File: src/rtl/pcfpt_pkg.sv
`timescale 1ns / 1ps
// ----------------------------------------------------------------------------
// pcfpt_pkg
// Shared constants and types of the phase current filter and peak tracker.
// ----------------------------------------------------------------------------
package pcfpt_pkg;

  // Filter weight in Q1.16; one is 65536, larger writes are clamped to it.
  localparam int ALPHA_W     = 17;
  localparam int ALPHA_SHIFT = 16;
  localparam logic [ALPHA_W-1:0] ALPHA_ONE = 17'h10000;
  localparam logic [ALPHA_W-1:0] ALPHA_RST = 17'd6554;

  // Zero-current converter counts after reset.
  localparam int OFFSET_U_RST = 2464;
  localparam int OFFSET_V_RST = 2455;

  // 48 mA per count, built as 32 + 16.
  localparam int MA_SHIFT_HI = 5;
  localparam int MA_SHIFT_LO = 4;

  // Configuration register indexes.
  localparam int CFG_IDX_W = 2;
  typedef logic [CFG_IDX_W-1:0] cfg_idx_t;
  localparam cfg_idx_t CFG_OFFSET_U = 2'd0;
  localparam cfg_idx_t CFG_OFFSET_V = 2'd1;
  localparam cfg_idx_t CFG_ALPHA    = 2'd2;

endpackage

File: src/rtl/phase_current_filter_peak_tracker_unit.sv
`timescale 1ns / 1ps
// ----------------------------------------------------------------------------
// phase_current_filter_peak_tracker_unit
// Offset removal, exponential filtering, mA conversion and peak tracking of
// two measured phase currents and the derived third phase.
// ----------------------------------------------------------------------------
// Throughput: one item per cycle while out_ready does not stall the pipeline;
// the filter register update (subtract, 30x18 multiply, add) is combinational.
// Reset: synchronous, active low; filters and peaks clear to zero, offsets
// return to 2464 and 2455 and the filter weight to 6554, the pipeline empties.
//
// The pipeline has four register stages:
//   A  input register holding the raw converter samples,
//   B  the two filter registers (they are both state and stage payload),
//   C  the three currents converted to mA,
//   D  the output register, with the running maximum and minimum.
// Each stage loads when it is empty or when the stage after it loads in the
// same cycle, so bubbles are squeezed out and a new item is taken while a
// finished result still waits at the output. Because a stage's state
// registers are only written when its item moves on, the filter and peak
// registers advance exactly once per item.
//
// Configuration writes are always taken. A weight above one is stored as
// one. Unknown register indexes are ignored.
// ----------------------------------------------------------------------------
module phase_current_filter_peak_tracker_unit #(
  parameter int ADC_BITS      = 12,
  parameter int FRACTION_BITS = 16
) (
  input  logic                              clk,
  input  logic                              rst_n,
  input  logic                              in_valid,
  output logic                              in_ready,
  input  logic [ADC_BITS-1:0]               in_adc_u,
  input  logic [ADC_BITS-1:0]               in_adc_v,
  output logic                              out_valid,
  input  logic                              out_ready,
  output logic signed [ADC_BITS+6:0]        out_amps_u,
  output logic signed [ADC_BITS+6:0]        out_amps_v,
  output logic signed [ADC_BITS+7:0]        out_amps_w,
  output logic [ADC_BITS+6:0]               out_peak_high,
  output logic signed [ADC_BITS+7:0]        out_peak_low,
  input  logic                              cfg_valid,
  output logic                              cfg_ready,
  input  pcfpt_pkg::cfg_idx_t               cfg_index,
  input  logic [pcfpt_pkg::ALPHA_W-1:0]     cfg_data
);
  import pcfpt_pkg::*;

  localparam int FW = ADC_BITS + FRACTION_BITS + 1;
  localparam int AW = ADC_BITS + 7;

  // Configuration registers.
  logic [ADC_BITS-1:0] offset_u_r;
  logic [ADC_BITS-1:0] offset_v_r;
  logic [ALPHA_W-1:0]  alpha_r;

  // Stage valid flags and per-stage load conditions.
  logic va_r, vb_r, vc_r, vd_r;
  logic rdy_b, rdy_c, rdy_d;

  // Stage A payload.
  logic [ADC_BITS-1:0] adc_u_r;
  logic [ADC_BITS-1:0] adc_v_r;

  // Stage B and C outputs.
  logic signed [FW-1:0] filt_u;
  logic signed [FW-1:0] filt_v;
  logic signed [AW-1:0] amps_u_c;
  logic signed [AW-1:0] amps_v_c;
  logic signed [AW:0]   amps_w_c;

  assign cfg_ready = 1'b1;

  always_ff @(posedge clk) begin
    if (!rst_n) begin
      offset_u_r <= ADC_BITS'(OFFSET_U_RST);
      offset_v_r <= ADC_BITS'(OFFSET_V_RST);
      alpha_r    <= ALPHA_RST;
    end else if (cfg_valid) begin
      unique case (cfg_index)
        CFG_OFFSET_U: offset_u_r <= cfg_data[ADC_BITS-1:0];
        CFG_OFFSET_V: offset_v_r <= cfg_data[ADC_BITS-1:0];
        CFG_ALPHA:    alpha_r    <= (cfg_data > ALPHA_ONE) ? ALPHA_ONE : cfg_data;
        default: begin
        end
      endcase
    end
  end

  // A stage may load when it is empty or its item moves on this cycle.
  assign rdy_d    = !vd_r || out_ready;
  assign rdy_c    = !vc_r || rdy_d;
  assign rdy_b    = !vb_r || rdy_c;
  assign in_ready = !va_r || rdy_b;

  always_ff @(posedge clk) begin
    if (!rst_n) begin
      va_r <= 1'b0;
      vb_r <= 1'b0;
      vc_r <= 1'b0;
      vd_r <= 1'b0;
    end else begin
      if (in_ready) begin
        va_r <= in_valid;
      end
      if (rdy_b) begin
        vb_r <= va_r;
      end
      if (rdy_c) begin
        vc_r <= vb_r;
      end
      if (rdy_d) begin
        vd_r <= vc_r;
      end
    end
  end

  always_ff @(posedge clk) begin
    if (in_valid && in_ready) begin
      adc_u_r <= in_adc_u;
      adc_v_r <= in_adc_v;
    end
  end

  pcfpt_ema #(
    .ADC_BITS      (ADC_BITS),
    .FRACTION_BITS (FRACTION_BITS)
  ) u_ema_u (
    .clk    (clk),
    .rst_n  (rst_n),
    .ld     (va_r && rdy_b),
    .adc    (adc_u_r),
    .offset (offset_u_r),
    .alpha  (alpha_r),
    .filt   (filt_u)
  );

  pcfpt_ema #(
    .ADC_BITS      (ADC_BITS),
    .FRACTION_BITS (FRACTION_BITS)
  ) u_ema_v (
    .clk    (clk),
    .rst_n  (rst_n),
    .ld     (va_r && rdy_b),
    .adc    (adc_v_r),
    .offset (offset_v_r),
    .alpha  (alpha_r),
    .filt   (filt_v)
  );

  pcfpt_scale #(
    .ADC_BITS      (ADC_BITS),
    .FRACTION_BITS (FRACTION_BITS)
  ) u_scale (
    .clk    (clk),
    .ld     (vb_r && rdy_c),
    .fu     (filt_u),
    .fv     (filt_v),
    .amps_u (amps_u_c),
    .amps_v (amps_v_c),
    .amps_w (amps_w_c)
  );

  pcfpt_peak #(
    .ADC_BITS (ADC_BITS)
  ) u_peak (
    .clk       (clk),
    .rst_n     (rst_n),
    .ld        (vc_r && rdy_d),
    .au        (amps_u_c),
    .av        (amps_v_c),
    .aw        (amps_w_c),
    .amps_u    (out_amps_u),
    .amps_v    (out_amps_v),
    .amps_w    (out_amps_w),
    .peak_high (out_peak_high),
    .peak_low  (out_peak_low)
  );

  assign out_valid = vd_r;

`ifndef ASSERT_OFF
  a_alpha_clamped : assert property (@(posedge clk) disable iff (!rst_n)
    alpha_r <= ALPHA_ONE)
    else $error("stored filter weight exceeds one");

  a_out_from_stage_c : assert property (@(posedge clk) disable iff (!rst_n)
    $rose(vd_r) |-> $past(vc_r))
    else $error("result appeared without an item in the conversion stage");

  a_no_skip_stage : assert property (@(posedge clk) disable iff (!rst_n)
    (vb_r && !rdy_c) |=> vb_r && $stable(filt_u) && $stable(filt_v))
    else $error("filter stage lost or overwrote a stalled item");
`endif

endmodule

File: src/rtl/pcfpt_ema.sv
`timescale 1ns / 1ps
// ----------------------------------------------------------------------------
// pcfpt_ema
// One channel of the exponential filter; the filter register is updated
// once per item that enters this stage.
// ----------------------------------------------------------------------------
module pcfpt_ema #(
  parameter int ADC_BITS      = 12,
  parameter int FRACTION_BITS = 16
) (
  input  logic                                  clk,
  input  logic                                  rst_n,
  input  logic                                  ld,
  input  logic [ADC_BITS-1:0]                   adc,
  input  logic [ADC_BITS-1:0]                   offset,
  input  logic [pcfpt_pkg::ALPHA_W-1:0]         alpha,
  output logic signed [ADC_BITS+FRACTION_BITS:0] filt
);
  import pcfpt_pkg::*;

  localparam int FW = ADC_BITS + FRACTION_BITS + 1;
  localparam int DW = FW + 1;
  localparam int PW = DW + ALPHA_W + 1;

  logic signed [FW-1:0]       f_r;
  logic signed [FW-1:0]       f_nxt;
  logic signed [ADC_BITS:0]   raw;
  logic signed [FW-1:0]       target;
  logic signed [DW-1:0]       diff;
  logic signed [PW-1:0]       prod;
  logic signed [PW-1:0]       prod_sh;
  logic signed [DW-1:0]       f_sum;

  always_comb begin
    raw     = $signed({1'b0, adc}) - $signed({1'b0, offset});
    target  = {raw, {FRACTION_BITS{1'b0}}};
    diff    = DW'(target) - DW'(f_r);
    prod    = PW'(diff) * $signed(PW'({1'b0, alpha}));
    // Arithmetic shift gives the floor of the scaled step.
    prod_sh = prod >>> ALPHA_SHIFT;
    f_sum   = DW'(f_r) + prod_sh[DW-1:0];
    f_nxt   = f_sum[FW-1:0];
  end

  always_ff @(posedge clk) begin
    if (!rst_n) begin
      f_r <= '0;
    end else if (ld) begin
      f_r <= f_nxt;
    end
  end

  assign filt = f_r;

`ifndef ASSERT_OFF
  a_alpha_zero_holds : assert property (@(posedge clk) disable iff (!rst_n)
    (ld && alpha == '0) |=> (f_r == $past(f_r)))
    else $error("filter moved with zero weight");

  a_alpha_one_tracks : assert property (@(posedge clk) disable iff (!rst_n)
    (ld && alpha == ALPHA_ONE) |=> (f_r == $past(target)))
    else $error("filter did not reach target with unit weight");
`endif

endmodule

File: src/rtl/pcfpt_scale.sv
`timescale 1ns / 1ps
// ----------------------------------------------------------------------------
// pcfpt_scale
// Converts the filtered U and V values and the derived W value to mA and
// registers them.
// ----------------------------------------------------------------------------
module pcfpt_scale #(
  parameter int ADC_BITS      = 12,
  parameter int FRACTION_BITS = 16
) (
  input  logic                                   clk,
  input  logic                                   ld,
  input  logic signed [ADC_BITS+FRACTION_BITS:0] fu,
  input  logic signed [ADC_BITS+FRACTION_BITS:0] fv,
  output logic signed [ADC_BITS+6:0]             amps_u,
  output logic signed [ADC_BITS+6:0]             amps_v,
  output logic signed [ADC_BITS+7:0]             amps_w
);
  import pcfpt_pkg::*;

  localparam int FW = ADC_BITS + FRACTION_BITS + 1;
  localparam int AW = ADC_BITS + 7;

  logic signed [FW:0]   fw;
  logic signed [FW+5:0] fu_x;
  logic signed [FW+5:0] fv_x;
  logic signed [FW+6:0] fw_x;
  logic signed [FW+5:0] mu;
  logic signed [FW+5:0] mv;
  logic signed [FW+6:0] mw;
  logic signed [FW+5:0] mu_sh;
  logic signed [FW+5:0] mv_sh;
  logic signed [FW+6:0] mw_sh;
  logic signed [AW-1:0] amps_u_r;
  logic signed [AW-1:0] amps_v_r;
  logic signed [AW:0]   amps_w_r;

  always_comb begin
    fw    = -((FW+1)'(fu) + (FW+1)'(fv));
    fu_x  = (FW+6)'(fu);
    fv_x  = (FW+6)'(fv);
    fw_x  = (FW+7)'(fw);
    mu    = (fu_x <<< MA_SHIFT_HI) + (fu_x <<< MA_SHIFT_LO);
    mv    = (fv_x <<< MA_SHIFT_HI) + (fv_x <<< MA_SHIFT_LO);
    mw    = (fw_x <<< MA_SHIFT_HI) + (fw_x <<< MA_SHIFT_LO);
    mu_sh = mu >>> FRACTION_BITS;
    mv_sh = mv >>> FRACTION_BITS;
    mw_sh = mw >>> FRACTION_BITS;
  end

  always_ff @(posedge clk) begin
    if (ld) begin
      amps_u_r <= mu_sh[AW-1:0];
      amps_v_r <= mv_sh[AW-1:0];
      amps_w_r <= mw_sh[AW:0];
    end
  end

  assign amps_u = amps_u_r;
  assign amps_v = amps_v_r;
  assign amps_w = amps_w_r;

endmodule

File: src/rtl/pcfpt_peak.sv
`timescale 1ns / 1ps
// ----------------------------------------------------------------------------
// pcfpt_peak
// Running maximum and minimum over the three phase currents, together with
// the output register of the block.
// ----------------------------------------------------------------------------
module pcfpt_peak #(
  parameter int ADC_BITS = 12
) (
  input  logic                       clk,
  input  logic                       rst_n,
  input  logic                       ld,
  input  logic signed [ADC_BITS+6:0] au,
  input  logic signed [ADC_BITS+6:0] av,
  input  logic signed [ADC_BITS+7:0] aw,
  output logic signed [ADC_BITS+6:0] amps_u,
  output logic signed [ADC_BITS+6:0] amps_v,
  output logic signed [ADC_BITS+7:0] amps_w,
  output logic [ADC_BITS+6:0]        peak_high,
  output logic signed [ADC_BITS+7:0] peak_low
);

  localparam int AW = ADC_BITS + 7;
  localparam int PW = ADC_BITS + 8;

  logic signed [PW-1:0] au_x;
  logic signed [PW-1:0] av_x;
  logic signed [PW-1:0] hi_a;
  logic signed [PW-1:0] hi_b;
  logic signed [PW-1:0] max_nxt;
  logic signed [PW-1:0] lo_a;
  logic signed [PW-1:0] lo_b;
  logic signed [PW-1:0] min_nxt;
  logic signed [PW-1:0] max_r;
  logic signed [PW-1:0] min_r;
  logic signed [AW-1:0] amps_u_r;
  logic signed [AW-1:0] amps_v_r;
  logic signed [PW-1:0] amps_w_r;

  always_comb begin
    au_x    = PW'(au);
    av_x    = PW'(av);
    hi_a    = (au_x > max_r) ? au_x : max_r;
    hi_b    = (av_x > hi_a) ? av_x : hi_a;
    max_nxt = (aw > hi_b) ? aw : hi_b;
    lo_a    = (au_x < min_r) ? au_x : min_r;
    lo_b    = (av_x < lo_a) ? av_x : lo_a;
    min_nxt = (aw < lo_b) ? aw : lo_b;
  end

  always_ff @(posedge clk) begin
    if (!rst_n) begin
      max_r <= '0;
      min_r <= '0;
    end else if (ld) begin
      max_r <= max_nxt;
      min_r <= min_nxt;
    end
  end

  always_ff @(posedge clk) begin
    if (ld) begin
      amps_u_r <= au;
      amps_v_r <= av;
      amps_w_r <= aw;
    end
  end

  assign amps_u    = amps_u_r;
  assign amps_v    = amps_v_r;
  assign amps_w    = amps_w_r;
  assign peak_high = max_r[AW-1:0];
  assign peak_low  = min_r;

`ifndef ASSERT_OFF
  a_peak_signs : assert property (@(posedge clk) disable iff (!rst_n)
    (max_r >= 0) && (min_r <= 0))
    else $error("peak registers left their half of the range");

  a_peak_covers : assert property (@(posedge clk) disable iff (!rst_n)
    ld |=> (max_r >= $past(au_x)) && (max_r >= $past(av_x)) && (max_r >= $past(aw))
        && (min_r <= $past(au_x)) && (min_r <= $past(av_x)) && (min_r <= $past(aw)))
    else $error("peak registers do not bound the latest item");
`endif

endmodule

File: config.mk
export PLATFORM = sky130hd
export DESIGN_NAME = phase_current_filter_peak_tracker_unit
export DESIGN_NICKNAME = d
export VERILOG_FILES = /design/src/rtl/pcfpt_pkg.sv /design/src/rtl/phase_current_filter_peak_tracker_unit.sv /design/src/rtl/pcfpt_ema.sv /design/src/rtl/pcfpt_scale.sv /design/src/rtl/pcfpt_peak.sv
export SDC_FILE = /design/constraint.sdc
export NUM_CORES = 2
export LEC_CHECK = 0
export BUFFER_PORTS_ARGS = -buffer_cell sky130_fd_sc_hd__buf_4
export CAP_MARGIN = 10
export CORE_MARGIN = 3
export CORE_UTILIZATION = 50
export DETAILED_ROUTE_END_ITERATION = 12
export PLACE_DENSITY = 0.66
export SLEW_MARGIN = 0
export SYNTH_ARGS = -nofsm -noshare
export SYNTH_HDL_FRONTEND = slang
export SYNTH_SLANG_ARGS = --single-unit
File: constraint.sdc
create_clock -name clk -period 13.7 [get_ports clk]
set_input_delay 1.37 -clock clk [delete_from_list [all_inputs] [get_ports clk]]
set_output_delay 1.37 -clock clk [all_outputs]
set_load 0.01 [all_outputs]
==> summary.md <==
| Metric | Value |
|---|---|
| First-pass DRT Iterations | 5 |
| Worst skew pair latency | 590 ps |
| Synth cell types | a little under 80 |
| Vias in the first global route | 44,392 |
| Min Hold Slack | 456 ps |
| Core area | 0.111 mm2 |
| Top Ports | around 150 |
| Top FF cell, synth | dfxtp_1 |
| Slowest CP cell | a2111oi_0 |
| Post-CTS Resized | 0 |
| Worst reg2reg path depth | 41 |
| Top cell type's share of synthesized area | 33.4% |
| Clock sinks | 283 |
| Antenna violations before repair | 5 |
| Critical path arrival | 12,190 ps |
| H-tree lvl count | 2 |
| Rows | 122 |
| Multi-input logic area | 0.0431 mm2 |
| IO buf count | 146 |
| Global-route usage over all layers | 26.8% |
| Period minus WS final | 11,700 ps |
| Synthesized Nets | 7,947 |
| Rel. slew slack | between 20% and 30% |
| DRT Wirelength | approximately 150,000 um |
| Die Width | around 340 um |
| CP top delay family | compound AO/OA/AOI/OAI gates |
| Gr ovfl total | 0 |
| Most common cell in the synthesized netlist | inv_1 |
| First-pass GRT wire length | 246,000 um |
| Register area share after synthesis | 12.6% |
| Largest net degree at the start of global routing | 87 |
| Starting density of the core | 50.5% |
| Final Hold Vio Count | 0 |
| Worst r2r dst | u_ema_u.filt[28]$_SDFFE_PN0P_ |
| HP Start | offset_u_r[3]$_SDFFE_PN0P_ |
| Hold/Removal Path Class | reg2reg |
| Crit end category | register |
| Reg2reg start | u_ema_u.filt[0]$_SDFFE_PN0P_ |
| Ys Warns | 0 |
| Buf/Inv on CP | 6 |
| Achievable Freq | between 0.08 and 0.09 GHz |
| Final HPWL DP | around 120,000 um |
| Filler Cell Count | 10,202 |
| Register Area | roughly 0.0071 mm2 |
| CP Max Fanout | 20 |
| Clock Path Buffers | 3 |
| Drt wl/cell | just under 20 um |
| Max-slew violations | 0 |
| WS Path Type | reg2reg |
| Slowest stage delay, CP | just over 900 ps |
| DRC Markers | 0 |
| Final setup viols | 0 |
| CP startpoint kind | register |
| CTS Hold Bufs | 0 |
| Slew @ Worst Pin | 1170 ps |
| Routed Antenna Nets | 0 |
| CTS Buf Count | 36 |
| Hold path depth | 2 |
| Vias per cell | 5.43 |
| Syn Area/Cell | 8.82 um2 |
| Chip Height | 341 um |
| Max-cap violations | 0 |
| Worst Skew | about 34 ps |
| Post-synth EDFFs | 140 |
| Status | finished clean |
| Total die area | 0.116 mm2 |
| Placer congestion estimate | 0.902 |
| CP required | 14,190 ps |
| Clock slew seen by the registers of the worst setup and hold paths | roughly 60 ps |
| Vias | 42,829 |
| CP most frequent cell | fa_1 |
| Setup TNS Final | 0 ps |
| R2R setup slack | about 2000 ps |
| Largest cells by area after synthesis | fa_1 33%, ha_1 14%, inv_1 8.7% |
| Area of the mapped netlist | roughly 0.056 mm2 |
| Post-synth top cells | 1,301 x inv_1, 935 x fa_1, 826 x nand2_1, 608 x ha_1, 434 x and2_1 |
| Asr flop ratio synth | 0% |
| Synth Instances | between 6,000 and 7,000 |
| Cell taking the most area after synthesis | fa_1 |
| Initial DRC count | 2,924 |
| RSZ-0062 raised after global routing | no |
| Clock Tree Root | clkbuf_16 |
| P&R area growth vs syn | 7.06% |
| Nets | 7,966 |
| Hold Path Sink | offset_u_r[3]$_SDFFE_PN0P_ |
| Layout cells sized above 1 | under 10% |
| TritonCTS clock tree | built |
| Synth Register Bits | 283 |
| Setup bufs post-CTS | 0 |
| Final worst-path cycle share | 85.4% |
## final cells by class
| class | instances | area share [%] |
|---|---|---|
| Inverter | 1302 | 8.15 |
| Antenna cell | 2 | 0.00834 |
| Clock inverter | 22 | 0.423 |
| Clock buffer | 44 | 1.64 |
| Timing Repair Buffer | 244 | 3.05 |
| Tap cell | 1488 | 3.10 |
| Multi-Input combinational cell | 4508 | 71.8 |
| Sequential cell | 283 | 11.8 |
## how the worst max path moves through the flow
stage | start | to | depth (start not counted)
after floorplan | adc_u_r[0]$_DFFE_PP_ | u_ema_u.filt[28]$_SDFFE_PN0P_ | 43
after global placement | u_ema_u.filt[0]$_SDFFE_PN0P_ | u_ema_u.filt[28]$_SDFFE_PN0P_ | 41
after detailed placement | u_ema_u.filt[0]$_SDFFE_PN0P_ | u_ema_u.filt[28]$_SDFFE_PN0P_ | 41
after CTS | u_ema_u.filt[0]$_SDFFE_PN0P_ | u_ema_u.filt[28]$_SDFFE_PN0P_ | 41
after global routing | u_ema_u.filt[0]$_SDFFE_PN0P_ | u_ema_u.filt[28]$_SDFFE_PN0P_ | 41
final | u_ema_u.filt[0]$_SDFFE_PN0P_ | u_ema_u.filt[28]$_SDFFE_PN0P_ | 41
## sequential cells by signal, indices dropped and copies added (netlist names), 19 cells and up
| register | cells |
|---|---|
| u_ema_u.filt | 29 |
| u_ema_v.filt | 29 |
| u_peak.amps_u | 19 |
| u_peak.amps_v | 19 |
| u_peak.amps_w | 20 |
| u_peak.max_r | 20 |
| u_peak.peak_low | 20 |
| u_scale.amps_u | 19 |
| u_scale.amps_v | 19 |
| u_scale.amps_w | 20 |
## logic make-up after synthesis
family / Yosys count / share of synthesized area (%)
AO/OA/AOI/OAI: 821 / 9.19
XOR/XNOR: 263 / 4.16
adder cells (fa/ha/maj): 1543 / 47.0
buffers and inverters: 1565 / 10.6
flip-flops: 283 / 12.6
multiplexers: 44 / 0.788
other: 1 / 0.00669
AND/OR/NAND/NOR: 1836 / 15.6
## tightest hold or removal path, stage by stage (launching register included)
cell and delay [ps]:
dfxtp_1 310, nand2_1 50, a21oi_1 50
## layout by cell type, fill, tap and decap left out, types with 140 or more instances in the layout
cell type  netlist  routed
xnor2_1        206     205
nand2_1        826     825
inv_1         1301    1301
fa_1           935     935
and2_1         434     433
a21oi_1        280     279
nor2_1         233     233
edfxtp_1       140     140
ha_1           608     608
buf_4           20     244
o21ai_0        167     167
## stage by stage
| stage | setup slack [ps] | area, um2 | util (%) | instances |
|---|---|---|---|---|
| 6_report | 2000 | 60000 | 54.1 | 7893 |
| 5_1_grt | 1310 | 60000 | 54.1 | 7891 |
| 4_1_cts | 1980 | 60000 | 54.1 | 7891 |
| 3_5_place_dp | 2030 | 58800 | 52.9 | 7825 |
| 3_3_place_gp | 2220 | 58800 | 52.9 | 7825 |
| 2_1_floorplan | 2910 | 56000 | - | 6356 |
## per-layer routing
metal	track usage, %	wire (um)	vias to the layer above
met1	36.5	65300	21402
met2	44.6	72200	1329
met5	0	0	-
met3	4.15	11100	258
met4	7.32	4470	0
li1	-	-	19840
Power is not shown: default switching activity piles up to over one toggle a cycle in this logic, so the estimate is an artifact.
